$ cat config.mk
export PLATFORM = sky130hd
export DESIGN_NAME = array_priority_queue_flat
export DESIGN_NICKNAME = d
export VERILOG_FILES = /design/src/hdl/apq_pkg.sv /design/src/hdl/apq_channels.sv /design/src/hdl/apq_ctrl.sv /design/src/hdl/apq_dp.sv /design/src/hdl/array_priority_queue.sv /design/src/flat_wrapper.sv
export SDC_FILE = /design/constraint.sdc
export NUM_CORES = 1
export LEC_CHECK = 0
export CORE_MARGIN = 3
export CORE_UTILIZATION = 38
export CTS_BUF_LIST = sky130_fd_sc_hd__clkbuf_8
export CTS_CLUSTER_DIAMETER = 80
export CTS_CLUSTER_SIZE = 24
export DETAILED_ROUTE_END_ITERATION = 7
export DONT_BUFFER_PORTS = 1
export SYNTH_ARGS = -nofsm -noshare
export SYNTH_HDL_FRONTEND = slang
export SYNTH_SLANG_ARGS = --single-unit
$ cat constraint.sdc
create_clock -name clk -period 7.5 [get_ports clk]
set_input_delay 1.125 -clock clk [delete_from_list [all_inputs] [get_ports clk]]
set_output_delay 1.125 -clock clk [all_outputs]
set_load 0.01 [all_outputs]
$ cat src/hdl/apq_pkg.sv
// ----------------------------------------------------------------------------
// Priority queue package
// Shared widths, codes and the control and status bundles that pass between
// the controller and the datapath.
// ----------------------------------------------------------------------------
package apq_pkg;

  localparam int DEPTH_DEF         = 8;
  localparam int PRIORITY_BITS_DEF = 8;
  localparam int VALUE_W           = 32;
  localparam int IN_PRIO_W         = 8;
  localparam int STATUS_W          = 2;

  localparam logic OP_INSERT = 1'b0;
  localparam logic OP_DELETE = 1'b1;

  typedef enum logic [STATUS_W-1:0] {
    ST_OK    = 2'd0,
    ST_FULL  = 2'd1,
    ST_EMPTY = 2'd2
  } status_t;

  typedef struct packed {
    logic ins;
    logic rej_full;
    logic rej_empty;
    logic scan_start;
    logic rd_issue;
    logic rd_shift;
    logic shift_setup;
    logic del_done;
    logic emit;
  } cmd_t;

  typedef struct packed {
    logic full;
    logic empty;
    logic idx_end;
  } sts_t;

endpackage

$ cat src/hdl/apq_channels.sv
// ----------------------------------------------------------------------------
// Priority queue channels
// Valid/ready channels for the operation beats and the result beats.
// ----------------------------------------------------------------------------
interface apq_in_if;
  logic                                 valid;
  logic                                 ready;
  logic                                 operation;
  logic signed [apq_pkg::VALUE_W-1:0]   item_value;
  logic        [apq_pkg::IN_PRIO_W-1:0] item_priority;

  modport source (output valid, output operation, output item_value,
                  output item_priority, input ready);
  modport sink   (input valid, input operation, input item_value,
                  input item_priority, output ready);
endinterface

interface apq_out_if #(
  parameter int OCC_W = 4
);
  logic                                valid;
  logic                                ready;
  logic signed [apq_pkg::VALUE_W-1:0]  removed_value;
  logic        [apq_pkg::STATUS_W-1:0] status;
  logic        [OCC_W-1:0]             occupancy;

  modport source (output valid, output removed_value, output status,
                  output occupancy, input ready);
  modport sink   (input valid, input removed_value, input status,
                  input occupancy, output ready);
endinterface

$ cat src/hdl/apq_ctrl.sv
// ----------------------------------------------------------------------------
// Priority queue controller
// Sequences insert, scan, shift and result hand-off for one operation at a
// time and owns the channel handshakes.
// ----------------------------------------------------------------------------
module apq_ctrl (
  input  logic          clk,
  input  logic          rst_n,
  input  logic          in_valid,
  input  logic          in_operation,
  output logic          in_ready,
  output logic          out_valid,
  input  logic          out_ready,
  input  apq_pkg::sts_t sts,
  output apq_pkg::cmd_t cmd
);

  typedef enum logic [2:0] {
    S_IDLE,
    S_SCAN,
    S_SETUP,
    S_SHIFT,
    S_EMIT
  } state_t;

  state_t state_r, state_nxt;
  logic   out_valid_r, out_valid_nxt;

  assign in_ready  = (state_r == S_IDLE);
  assign out_valid = out_valid_r;

  always_comb begin
    state_nxt     = state_r;
    out_valid_nxt = out_valid_r;
    cmd           = '0;
    if (out_valid_r && out_ready) begin
      out_valid_nxt = 1'b0;
    end
    unique case (state_r)
      S_IDLE: begin
        if (in_valid) begin
          if (in_operation == apq_pkg::OP_INSERT) begin
            cmd.ins      = !sts.full;
            cmd.rej_full = sts.full;
            state_nxt    = S_EMIT;
          end else if (sts.empty) begin
            cmd.rej_empty = 1'b1;
            state_nxt     = S_EMIT;
          end else begin
            cmd.scan_start = 1'b1;
            state_nxt      = S_SCAN;
          end
        end
      end
      S_SCAN: begin
        if (sts.idx_end) begin
          state_nxt = S_SETUP;
        end else begin
          cmd.rd_issue = 1'b1;
        end
      end
      S_SETUP: begin
        cmd.shift_setup = 1'b1;
        state_nxt       = S_SHIFT;
      end
      S_SHIFT: begin
        if (sts.idx_end) begin
          cmd.del_done = 1'b1;
          state_nxt    = S_EMIT;
        end else begin
          cmd.rd_issue = 1'b1;
          cmd.rd_shift = 1'b1;
        end
      end
      S_EMIT: begin
        if (!out_valid_r || out_ready) begin
          cmd.emit      = 1'b1;
          out_valid_nxt = 1'b1;
          state_nxt     = S_IDLE;
        end
      end
      default: state_nxt = S_IDLE;
    endcase
  end

  always_ff @(posedge clk) begin
    if (!rst_n) begin
      state_r     <= S_IDLE;
      out_valid_r <= 1'b0;
    end else begin
      state_r     <= state_nxt;
      out_valid_r <= out_valid_nxt;
    end
  end

endmodule

$ cat src/hdl/apq_dp.sv
// ----------------------------------------------------------------------------
// Priority queue datapath
// Entry memory, occupancy count, scan for the earliest highest priority,
// the down shift of later entries and the result registers.
// ----------------------------------------------------------------------------
module apq_dp #(
  parameter int DEPTH         = apq_pkg::DEPTH_DEF,
  parameter int PRIORITY_BITS = apq_pkg::PRIORITY_BITS_DEF,
  localparam int AW           = $clog2(DEPTH),
  localparam int CW           = $clog2(DEPTH + 1)
) (
  input  logic                                  clk,
  input  logic                                  rst_n,
  input  logic signed [apq_pkg::VALUE_W-1:0]    in_item_value,
  input  logic        [apq_pkg::IN_PRIO_W-1:0]  in_item_priority,
  input  apq_pkg::cmd_t                         cmd,
  output apq_pkg::sts_t                         sts,
  output logic signed [apq_pkg::VALUE_W-1:0]    out_removed_value,
  output logic        [apq_pkg::STATUS_W-1:0]   out_status,
  output logic        [CW-1:0]                  out_occupancy
);

  localparam int EW = apq_pkg::VALUE_W + PRIORITY_BITS;

  logic [EW-1:0] mem [DEPTH];

  logic [CW-1:0]                count_r;
  logic [CW-1:0]                idx_r;
  logic [EW-1:0]                rd_data_r;
  logic [AW-1:0]                rd_tag_r;
  logic                         rd_vld_r;
  logic                         rd_shift_r;
  logic [PRIORITY_BITS-1:0]     best_pri_r;
  logic [apq_pkg::VALUE_W-1:0]  best_val_r;
  logic [AW-1:0]                best_idx_r;
  logic [apq_pkg::VALUE_W-1:0]  res_value_r;
  apq_pkg::status_t             res_status_r;
  logic [apq_pkg::VALUE_W-1:0]  out_value_r;
  apq_pkg::status_t             out_status_r;
  logic [CW-1:0]                out_occ_r;

  logic                         wr_en;
  logic [AW-1:0]                wr_addr;
  logic [EW-1:0]                wr_data;
  logic [PRIORITY_BITS-1:0]     rd_pri;
  logic [apq_pkg::VALUE_W-1:0]  rd_val;
  logic                         take_best;

  assign sts.full    = (count_r == CW'(DEPTH));
  assign sts.empty   = (count_r == '0);
  assign sts.idx_end = (idx_r == count_r);

  assign rd_pri = rd_data_r[PRIORITY_BITS-1:0];
  assign rd_val = rd_data_r[EW-1:PRIORITY_BITS];

  assign take_best = rd_vld_r && !rd_shift_r &&
                     ((rd_tag_r == '0) || (rd_pri > best_pri_r));

  always_comb begin
    wr_en   = 1'b0;
    wr_addr = count_r[AW-1:0];
    wr_data = {in_item_value, PRIORITY_BITS'(in_item_priority)};
    if (cmd.ins) begin
      wr_en = 1'b1;
    end else if (rd_vld_r && rd_shift_r) begin
      wr_en   = 1'b1;
      wr_addr = rd_tag_r - AW'(1);
      wr_data = rd_data_r;
    end
  end

  always_ff @(posedge clk) begin
    if (wr_en) begin
      mem[wr_addr] <= wr_data;
    end
    if (cmd.rd_issue) begin
      rd_data_r <= mem[idx_r[AW-1:0]];
    end
  end

  always_ff @(posedge clk) begin
    if (!rst_n) begin
      count_r  <= '0;
      rd_vld_r <= 1'b0;
    end else begin
      rd_vld_r <= cmd.rd_issue;
      if (cmd.ins) begin
        count_r <= count_r + CW'(1);
      end else if (cmd.del_done) begin
        count_r <= count_r - CW'(1);
      end
    end
  end

  always_ff @(posedge clk) begin
    if (cmd.scan_start) begin
      idx_r <= '0;
    end else if (cmd.shift_setup) begin
      idx_r <= CW'(best_idx_r) + CW'(1);
    end else if (cmd.rd_issue) begin
      idx_r <= idx_r + CW'(1);
    end
    if (cmd.rd_issue) begin
      rd_tag_r   <= idx_r[AW-1:0];
      rd_shift_r <= cmd.rd_shift;
    end
    if (take_best) begin
      best_pri_r <= rd_pri;
      best_val_r <= rd_val;
      best_idx_r <= rd_tag_r;
    end
    if (cmd.ins) begin
      res_value_r  <= '0;
      res_status_r <= apq_pkg::ST_OK;
    end else if (cmd.rej_full) begin
      res_value_r  <= '0;
      res_status_r <= apq_pkg::ST_FULL;
    end else if (cmd.rej_empty) begin
      res_value_r  <= '0;
      res_status_r <= apq_pkg::ST_EMPTY;
    end else if (cmd.del_done) begin
      res_value_r  <= best_val_r;
      res_status_r <= apq_pkg::ST_OK;
    end
    if (cmd.emit) begin
      out_value_r  <= res_value_r;
      out_status_r <= res_status_r;
      out_occ_r    <= count_r;
    end
  end

  assign out_removed_value = out_value_r;
  assign out_status        = out_status_r;
  assign out_occupancy     = out_occ_r;

endmodule

$ cat src/hdl/array_priority_queue.sv
// Insert: once accepted, the result is registered in the emit state when the
// output register is free. Delete: the single read port of the entry memory
// reads one slot per cycle for the scan and one per cycle for the down shift.
// One operation is in flight at a time.
// Reset (synchronous, rst_n low) empties the queue; entry contents are kept.
// ----------------------------------------------------------------------------
// Array priority queue
// Fixed-depth queue of value and priority pairs kept in arrival order; a
// delete removes the earliest entry with the highest priority.
// ----------------------------------------------------------------------------
module array_priority_queue #(
  parameter int DEPTH         = apq_pkg::DEPTH_DEF,
  parameter int PRIORITY_BITS = apq_pkg::PRIORITY_BITS_DEF
) (
  input  logic          clk,
  input  logic          rst_n,
  apq_in_if.sink        in_ch,
  apq_out_if.source     out_ch
);

  localparam int CW = $clog2(DEPTH + 1);

  apq_pkg::cmd_t cmd;
  apq_pkg::sts_t sts;
  logic [CW-1:0] occupancy;

  apq_ctrl u_ctrl (
    .clk          (clk),
    .rst_n        (rst_n),
    .in_valid     (in_ch.valid),
    .in_operation (in_ch.operation),
    .in_ready     (in_ch.ready),
    .out_valid    (out_ch.valid),
    .out_ready    (out_ch.ready),
    .sts          (sts),
    .cmd          (cmd)
  );

  apq_dp #(
    .DEPTH         (DEPTH),
    .PRIORITY_BITS (PRIORITY_BITS)
  ) u_dp (
    .clk               (clk),
    .rst_n             (rst_n),
    .in_item_value     (in_ch.item_value),
    .in_item_priority  (in_ch.item_priority),
    .cmd               (cmd),
    .sts               (sts),
    .out_removed_value (out_ch.removed_value),
    .out_status        (out_ch.status),
    .out_occupancy     (occupancy)
  );

  assign out_ch.occupancy = occupancy;

endmodule
$ cat src/flat_wrapper.sv
// flat-port wrapper written by rule: the top's interface ports become plain ports
module array_priority_queue_flat 
#(
  parameter int DEPTH         = apq_pkg::DEPTH_DEF,
  parameter int PRIORITY_BITS = apq_pkg::PRIORITY_BITS_DEF
)
  (clk, rst_n, in_ch_valid, in_ch_operation, in_ch_item_value, in_ch_item_priority, in_ch_ready, out_ch_valid, out_ch_removed_value, out_ch_status, out_ch_occupancy, out_ch_ready);
  apq_in_if in_ch_i ();
  apq_out_if out_ch_i ();
  input  logic clk;
  input  logic rst_n;
  input wire logic [$bits(in_ch_i.valid)-1:0] in_ch_valid;
  input wire logic [$bits(in_ch_i.operation)-1:0] in_ch_operation;
  input wire logic [$bits(in_ch_i.item_value)-1:0] in_ch_item_value;
  input wire logic [$bits(in_ch_i.item_priority)-1:0] in_ch_item_priority;
  output wire logic [$bits(in_ch_i.ready)-1:0] in_ch_ready;
  output wire logic [$bits(out_ch_i.valid)-1:0] out_ch_valid;
  output wire logic [$bits(out_ch_i.removed_value)-1:0] out_ch_removed_value;
  output wire logic [$bits(out_ch_i.status)-1:0] out_ch_status;
  output wire logic [$bits(out_ch_i.occupancy)-1:0] out_ch_occupancy;
  input wire logic [$bits(out_ch_i.ready)-1:0] out_ch_ready;
  assign in_ch_i.valid = in_ch_valid;
  assign in_ch_i.operation = in_ch_operation;
  assign in_ch_i.item_value = in_ch_item_value;
  assign in_ch_i.item_priority = in_ch_item_priority;
  assign in_ch_ready = in_ch_i.ready;
  assign out_ch_valid = out_ch_i.valid;
  assign out_ch_removed_value = out_ch_i.removed_value;
  assign out_ch_status = out_ch_i.status;
  assign out_ch_occupancy = out_ch_i.occupancy;
  assign out_ch_i.ready = out_ch_ready;
  array_priority_queue #(.DEPTH(DEPTH), .PRIORITY_BITS(PRIORITY_BITS)) u_core (.clk(clk), .rst_n(rst_n), .in_ch(in_ch_i), .out_ch(out_ch_i));
endmodule
* After elaboration in Yosys (flattened, before gate mapping)
Memories as Yosys holds them, arrays and structs flattened. A register that Yosys moved wholly into a read port is not among the register bits. Cells that the tools add are included.
Storage, ports and cells: bits of input ports 45, memories kept 1, RAM bits 320, flip-flop bits (word level) 132
Cells by class: add/subtract/negate cells 5, muxes and demuxes 39, reductions and logical operators 19, $lt $le $gt $ge 1, equal/unequal tests 10
Memory list:
- u_core.u_dp.mem | words 8, bits a word 40, rd ports 1, clocked after Yosys merged registers in 1, wr ports 1, RTL line apq_dp.sv:25 | logic [EW-1:0] mem [DEPTH];
Operator list (number):
- 2-to-1 mux 40 bit | 2
- 2-to-1 mux 3 bit | 8
- 2-to-1 mux 4 bit | 6
- 2-to-1 mux 1 bit | 16
- case mux 3 bit (5 select lines) | 1
- 2-to-1 mux 2 bit | 5
- adder 4 x 1 -> 4 bit, second input constant | 2
- > comparator 8 bit | 1
- == test 3 x 2 -> 1 bit, second input constant | 2
- zero test 3 bit | 2
- nonzero test 2 bit | 3
- adder 3 x 1 -> 4 bit, second input constant | 1
- == test 4 bit | 1
- == test 4 bit, second input constant | 1
- logical AND 1 bit | 4
- zero test 4 bit | 1
- != test 2 x 1 -> 1 bit, second input constant | 2
- != test 2 bit, second input constant | 2
- AND reduction 4 bit | 1
- subtractor 4 x 1 -> 4 bit, second input constant | 1
- == test 3 x 1 -> 1 bit, second input constant | 1
- == test 3 bit, second input constant | 1
- zero test 1 bit | 3
- nonzero test 3 bit | 1
- other kinds (5) | 6

* Depth between registers and ports, before layout
depth in word-level cells 8, mapped depth 10, mapped depth without buffers 8

* Modules after synthesis
A second synthesis with hierarchy kept.
Second synthesis, totals: cells, all modules 902, area, all modules 18640.4 um^2
Modules (own cells, without submodules):
- apq_dp | seq. area each 14223.6 um^2, area an instance 18367.6 um^2, cells each 868, instances 1
- apq_ctrl | seq. area each 80.1 um^2, area an instance 272.8 um^2, cells each 34, instances 1

* Least setup slack after synthesis
OpenSTA, ideal clock, no wires.
path type input to register, from input port in_ch_valid, to memory u_core.u_dp.mem[2][0] in the netlist's numbering (enable), cell stages on the path 5, arrival time 5.341 ns, slack 1.672 ns, setup time 0.487 ns, cell sequence or4b_1 > buf_2 > o311ai_4 > mux2_2 > nor3_1
Between the ends: cells in the longest elaborated chain, start to end 5, elaborated cells between the ends (all ways) 6, classes of those cells 6 x mux
RTL lines:
- from (decl) | RTL line flat_wrapper.sv:12 | input wire logic [$bits(in_ch_i.valid)-1:0] in_ch_valid;
- 2-to-1 mux 4 bit (*) | RTL line apq_ctrl.sv:41 | if (in_valid) begin
- 2-to-1 mux 4 bit (*) | RTL line apq_ctrl.sv:39 | unique case (state_r)
- 2-to-1 mux 1 bit | RTL line apq_dp.sv:63 | if (cmd.ins) begin
- 2-to-1 mux 1 bit | RTL line apq_dp.sv:73 | if (wr_en) begin
- 2-to-1 mux 1 bit (not written as such) | RTL line apq_dp.sv:74 | mem[wr_addr] <= wr_data;
- to (decl) | RTL line apq_dp.sv:25
Mark *: on every way between the ends. The rest lies on a longest branch, timed or not.

* Worst setup path in the final report
from register u_core.u_ctrl.state_r[2], to memory u_core.u_dp.mem[4][4] in the netlist's numbering (enable)
Between the ends: cells in the longest elaborated chain, start to end 5, elaborated cells between the ends (all ways) 6, classes of those cells 5 x mux; 1 x reduce/logical
RTL lines:
- from (decl) | RTL line apq_ctrl.sv:26 | state_t state_r, state_nxt;
- from (signal assigned) | RTL line apq_ctrl.sv:91 | state_r <= state_nxt;
- zero test 3 bit (*) | RTL line apq_ctrl.sv:39
- 2-to-1 mux 4 bit (*) | RTL line apq_ctrl.sv:39
- 2-to-1 mux 1 bit | RTL line apq_dp.sv:63
- 2-to-1 mux 1 bit | RTL line apq_dp.sv:73
- 2-to-1 mux 1 bit (not written as such) | RTL line apq_dp.sv:74
Marked as above.

==> results.json <==
{
  "grt_pass1_wl_um": 59100,
  "first_global_vias": 9220,
  "r2r_start": "u_core.u_ctrl.state_r[2]",
  "ys_ff_latch": 492,
  "portBuffers": 0,
  "reg2regPathDepth": 6,
  "synth_edf_count": 445,
  "cts_resized": 0,
  "drt-wirelength-per-cell_um": 22.7,
  "cpPeakStageDelay_ps": 1010,
  "synth_area_leaders": "edfxtp_1, mux4_2, dfxtp_1, nand2_1, mux2_2",
  "cp_common_cell": "buf_4",
  "synth_top_area_share_pct": 71.0,
  "seq_area_mm2": 0.0143,
  "insertion_delay_ps": 640,
  "async_flop_share_pct": 0,
  "vias": 9020,
  "grt_use_total_pct": 14.8,
  "hpwl_um": 22000,
  "fin_worst_skew_ps": 33.6,
  "nets": 1095,
  "cts_buffers": 25,
  "critical_path_peak_fanout": 45,
  "synth_ff_type": "edfxtp_1",
  "rsz0062_at_grt": "no",
  "p_per_area_mw_per_mm2": 269,
  "crit_family": "simple AND/OR/NAND/NOR gates",
  "synthToLayoutAreaGrowth_pct": 7.04,
  "gp_congestion": 0.724,
  "fill_cells": 4250,
  "htree_num_levels": 1,
  "syn-mean-instance-area_um2": 18.0,
  "cp-end-kind": "register",
  "clock_power_share_pct": 21.6,
  "whs_ps": 439,
  "cp.required_ps": 7790,
  "timing.fmax_ghz": 0.225,
  "slew_headroom_pct": 19.1,
  "drive_above_1_share_pct": 18.6,
  "drtAntennaViolNets": 0,
  "switchingPower_uw": 1470,
  "detail_route.vias_per_cell": 5.26,
  "yosys.area.top_type": "edfxtp_1",
  "cts.sinks": 492,
  "routed_wirelength_um": 39000,
  "power_frac_seq_pct": 61.1,
  "p_leak_uw": 0.00633,
  "outcome": "finished clean",
  "netlist-cell-type-count": 54,
  "worst_path_max_delay_cell": "nor3_2",
  "path_class": "reg2reg",
  "yosysWarnings": 0,
  "die_x_um": 229,
  "critPathCapture": "u_core.u_dp.mem[4][4]",
  "power_frac_comb_pct": 17.3,
  "hp-class": "reg2reg",
  "path_clk_slew_ps": 150,
  "cts_root_buffer": "clkbuf_8",
  "dieArea_mm2": 0.0522,
  "drt_iter0_markers": 777,
  "clockBufferDepth": 3,
  "grt_max_degree": 52,
  "netlist_area_mm2": 0.0188,
  "initial_core_util_pct": 38.9,
  "synthesis.nets": 1104,
  "die_h_um": 229,
  "setup_viol": 0,
  "ctsHoldBuffers": 0,
  "period_needed_ps": 4450,
  "final_common_cell": "edfxtp_1",
  "ys_seq_area_share_pct": 76.0,
  "ir_drop_v": 0.000164,
  "drv_cap": 0,
  "final_cell_mix": "edfxtp_1, nand2_1, mux4_2, dfxtp_1",
  "p_sw_share_pct": 27.2,
  "rows": 80,
  "tightest_slew_ps": 1210,
  "crit_path_cell_trace": "or4b_1 -> o311ai_4 -> buf_4 -> mux2i_1 -> nor3_2 -> buf_4",
  "fin_crit_sh_pct": 59.3,
  "worstReg2RegEnd": "u_core.u_dp.mem[4][4]",
  "worstSetupPathDepth": 6,
  "drc": 0,
  "num_io_pins": 85,
  "hold_viol": 0,
  "antenna_found_initial": 6,
  "drv_slew": 0,
  "path_buf_inv": 2,
  "overflow": 0,
  "intPower_uw": 3950,
  "postCtsSetupBuffers": 0,
  "tritoncts": "done",
  "fin_setup_tns_ps": 0,
  "cp-start-kind": "register",
  "drtPass1Iterations": 5,
  "synthCells": 1045,
  "ff2ff_setup_slack_ps": 3050,
  "crit_arrival_ps": 4740,
  "core-area_mm2": 0.0483,
  "multi_input_area_mm2": 0.00429,
  "cp-startpoint": "u_core.u_ctrl.state_r[2]"
}
==> flip-flops by register name (all words and copies together) (netlist names) <==
signal / count
u_core.u_dp.idx_r: 4
u_core.u_dp.res_status_r: 2
u_core.u_dp.best_val_r: 32
u_core.u_ctrl.out_valid: 1
u_core.u_dp.rd_data_r: 40
u_core.u_dp.rd_shift_r: 1
u_core.u_dp.out_status: 2
u_core.u_dp.out_occupancy: 4
u_core.u_dp.rd_vld_r: 1
u_core.u_dp.best_pri_r: 8
u_core.u_dp.mem: 320
u_core.u_dp.count_r: 4
u_core.u_dp.res_value_r: 32
u_core.u_dp.out_removed_value: 32
u_core.u_dp.best_idx_r: 3
u_core.u_dp.rd_tag_r: 3
u_core.u_ctrl.state_r: 3
==> cells in the mapped netlist, types with 2 or more instances <==
master / instances
nor4_1: 4
a21oi_1: 43
o21ai_0: 39
xnor2_1: 4
inv_1: 16
dfxtp_1: 47
nor2_1: 7
nor2b_1: 2
clkbuf_1: 35
nand3_1: 35
buf_1: 10
ha_1: 13
edfxtp_1: 445
buf_4: 4
buf_2: 8
nand2b_1: 6
nand3b_1: 2
and4_1: 3
and3_1: 3
a211oi_1: 4
mux4_2: 80
and2_1: 3
a41oi_1: 2
nor3_1: 12
nand2_1: 141
xor2_1: 2
mux2i_1: 6
nor4b_1: 2
mux2_2: 42
==> per-layer routing <==
metal	vias to the layer above	track usage, %	wire length, um
met5	-	0	46
met4	8	2.76	416
met3	44	2.72	2120
met2	193	24.3	19000
met1	4731	21.0	17400
li1	4044	-	-
==> power groups by stage <==
| stage | Combinational (uW) | Clock (uW) | Sequential (uW) |
|---|---|---|---|
| floorplan | 801 | 0 | 3270 |
| global placement | 941 | 0 | 3380 |
| detailed placement | 956 | 0 | 3390 |
| CTS | 956 | 1220 | 3320 |
| global route | 1030 | 1320 | 3340 |
| finish | 937 | 1170 | 3310 |
==> area by class of cell <==
type | count | share of cell area [%]
Sequential cell | 492 | 71.1
Multi-Input combinational cell | 480 | 21.3
Tap cell | 656 | 4.08
Clock buffer | 26 | 1.78
Timing Repair Buffer | 21 | 0.783
Clock inverter | 20 | 0.640
Inverter | 16 | 0.298
Antenna cell | 3 | 0.0373
==> worst min-delay path by stage <==
stage | start | end | slack (ps) | depth (start not counted)
after floorplan | u_core.u_dp.res_status_r[0] | u_core.u_dp.out_status[0] | 400 | 0
after CTS | u_core.u_dp.res_value_r[31] | u_core.u_dp.out_removed_value[31] | 440 | 0
after detailed placement | u_core.u_dp.res_value_r[31] | u_core.u_dp.out_removed_value[31] | 410 | 0
after global placement | u_core.u_dp.res_value_r[21] | u_core.u_dp.out_removed_value[21] | 410 | 0
after global routing | u_core.u_dp.res_value_r[2] | u_core.u_dp.out_removed_value[2] | 450 | 0
final | u_core.u_dp.res_value_r[21] | u_core.u_dp.out_removed_value[21] | 440 | 0
==> logic make-up after synthesis <==
family / share of synthesized area [%]
mux: 12.4
buf+inv: 1.59
flops: 76.0
xor+xnor: 0.279
fa+ha+maj: 0.971
simple gates: 5.49
compound gates: 3.24
==> through the flow <==
stage / cell area (um^2) / power [uW] / util (%) / setup slack, ps / cells
floorplan: 18800 / 4070 / - / 1670 / 1045
global placement: 19600 / 4320 / 40.6 / 2470 / 1665
detailed placement: 19600 / 4340 / 40.6 / 2440 / 1665
CTS: 20100 / 5500 / 41.6 / 2950 / 1711
global route: 20100 / 5690 / 41.6 / 2810 / 1712
finish: 20100 / 5420 / 41.7 / 3050 / 1714
==> worst reg2reg max path: cells and delay by family, from the launching register on <==
kind / cells / cell delay, ps
compound gates: 1 / 310
buf+inv: 2 / 1170
flops: 1 / 460
mux: 1 / 380
simple gates: 2 / 1770
Note: power is estimated with default switching activity, not from simulation.
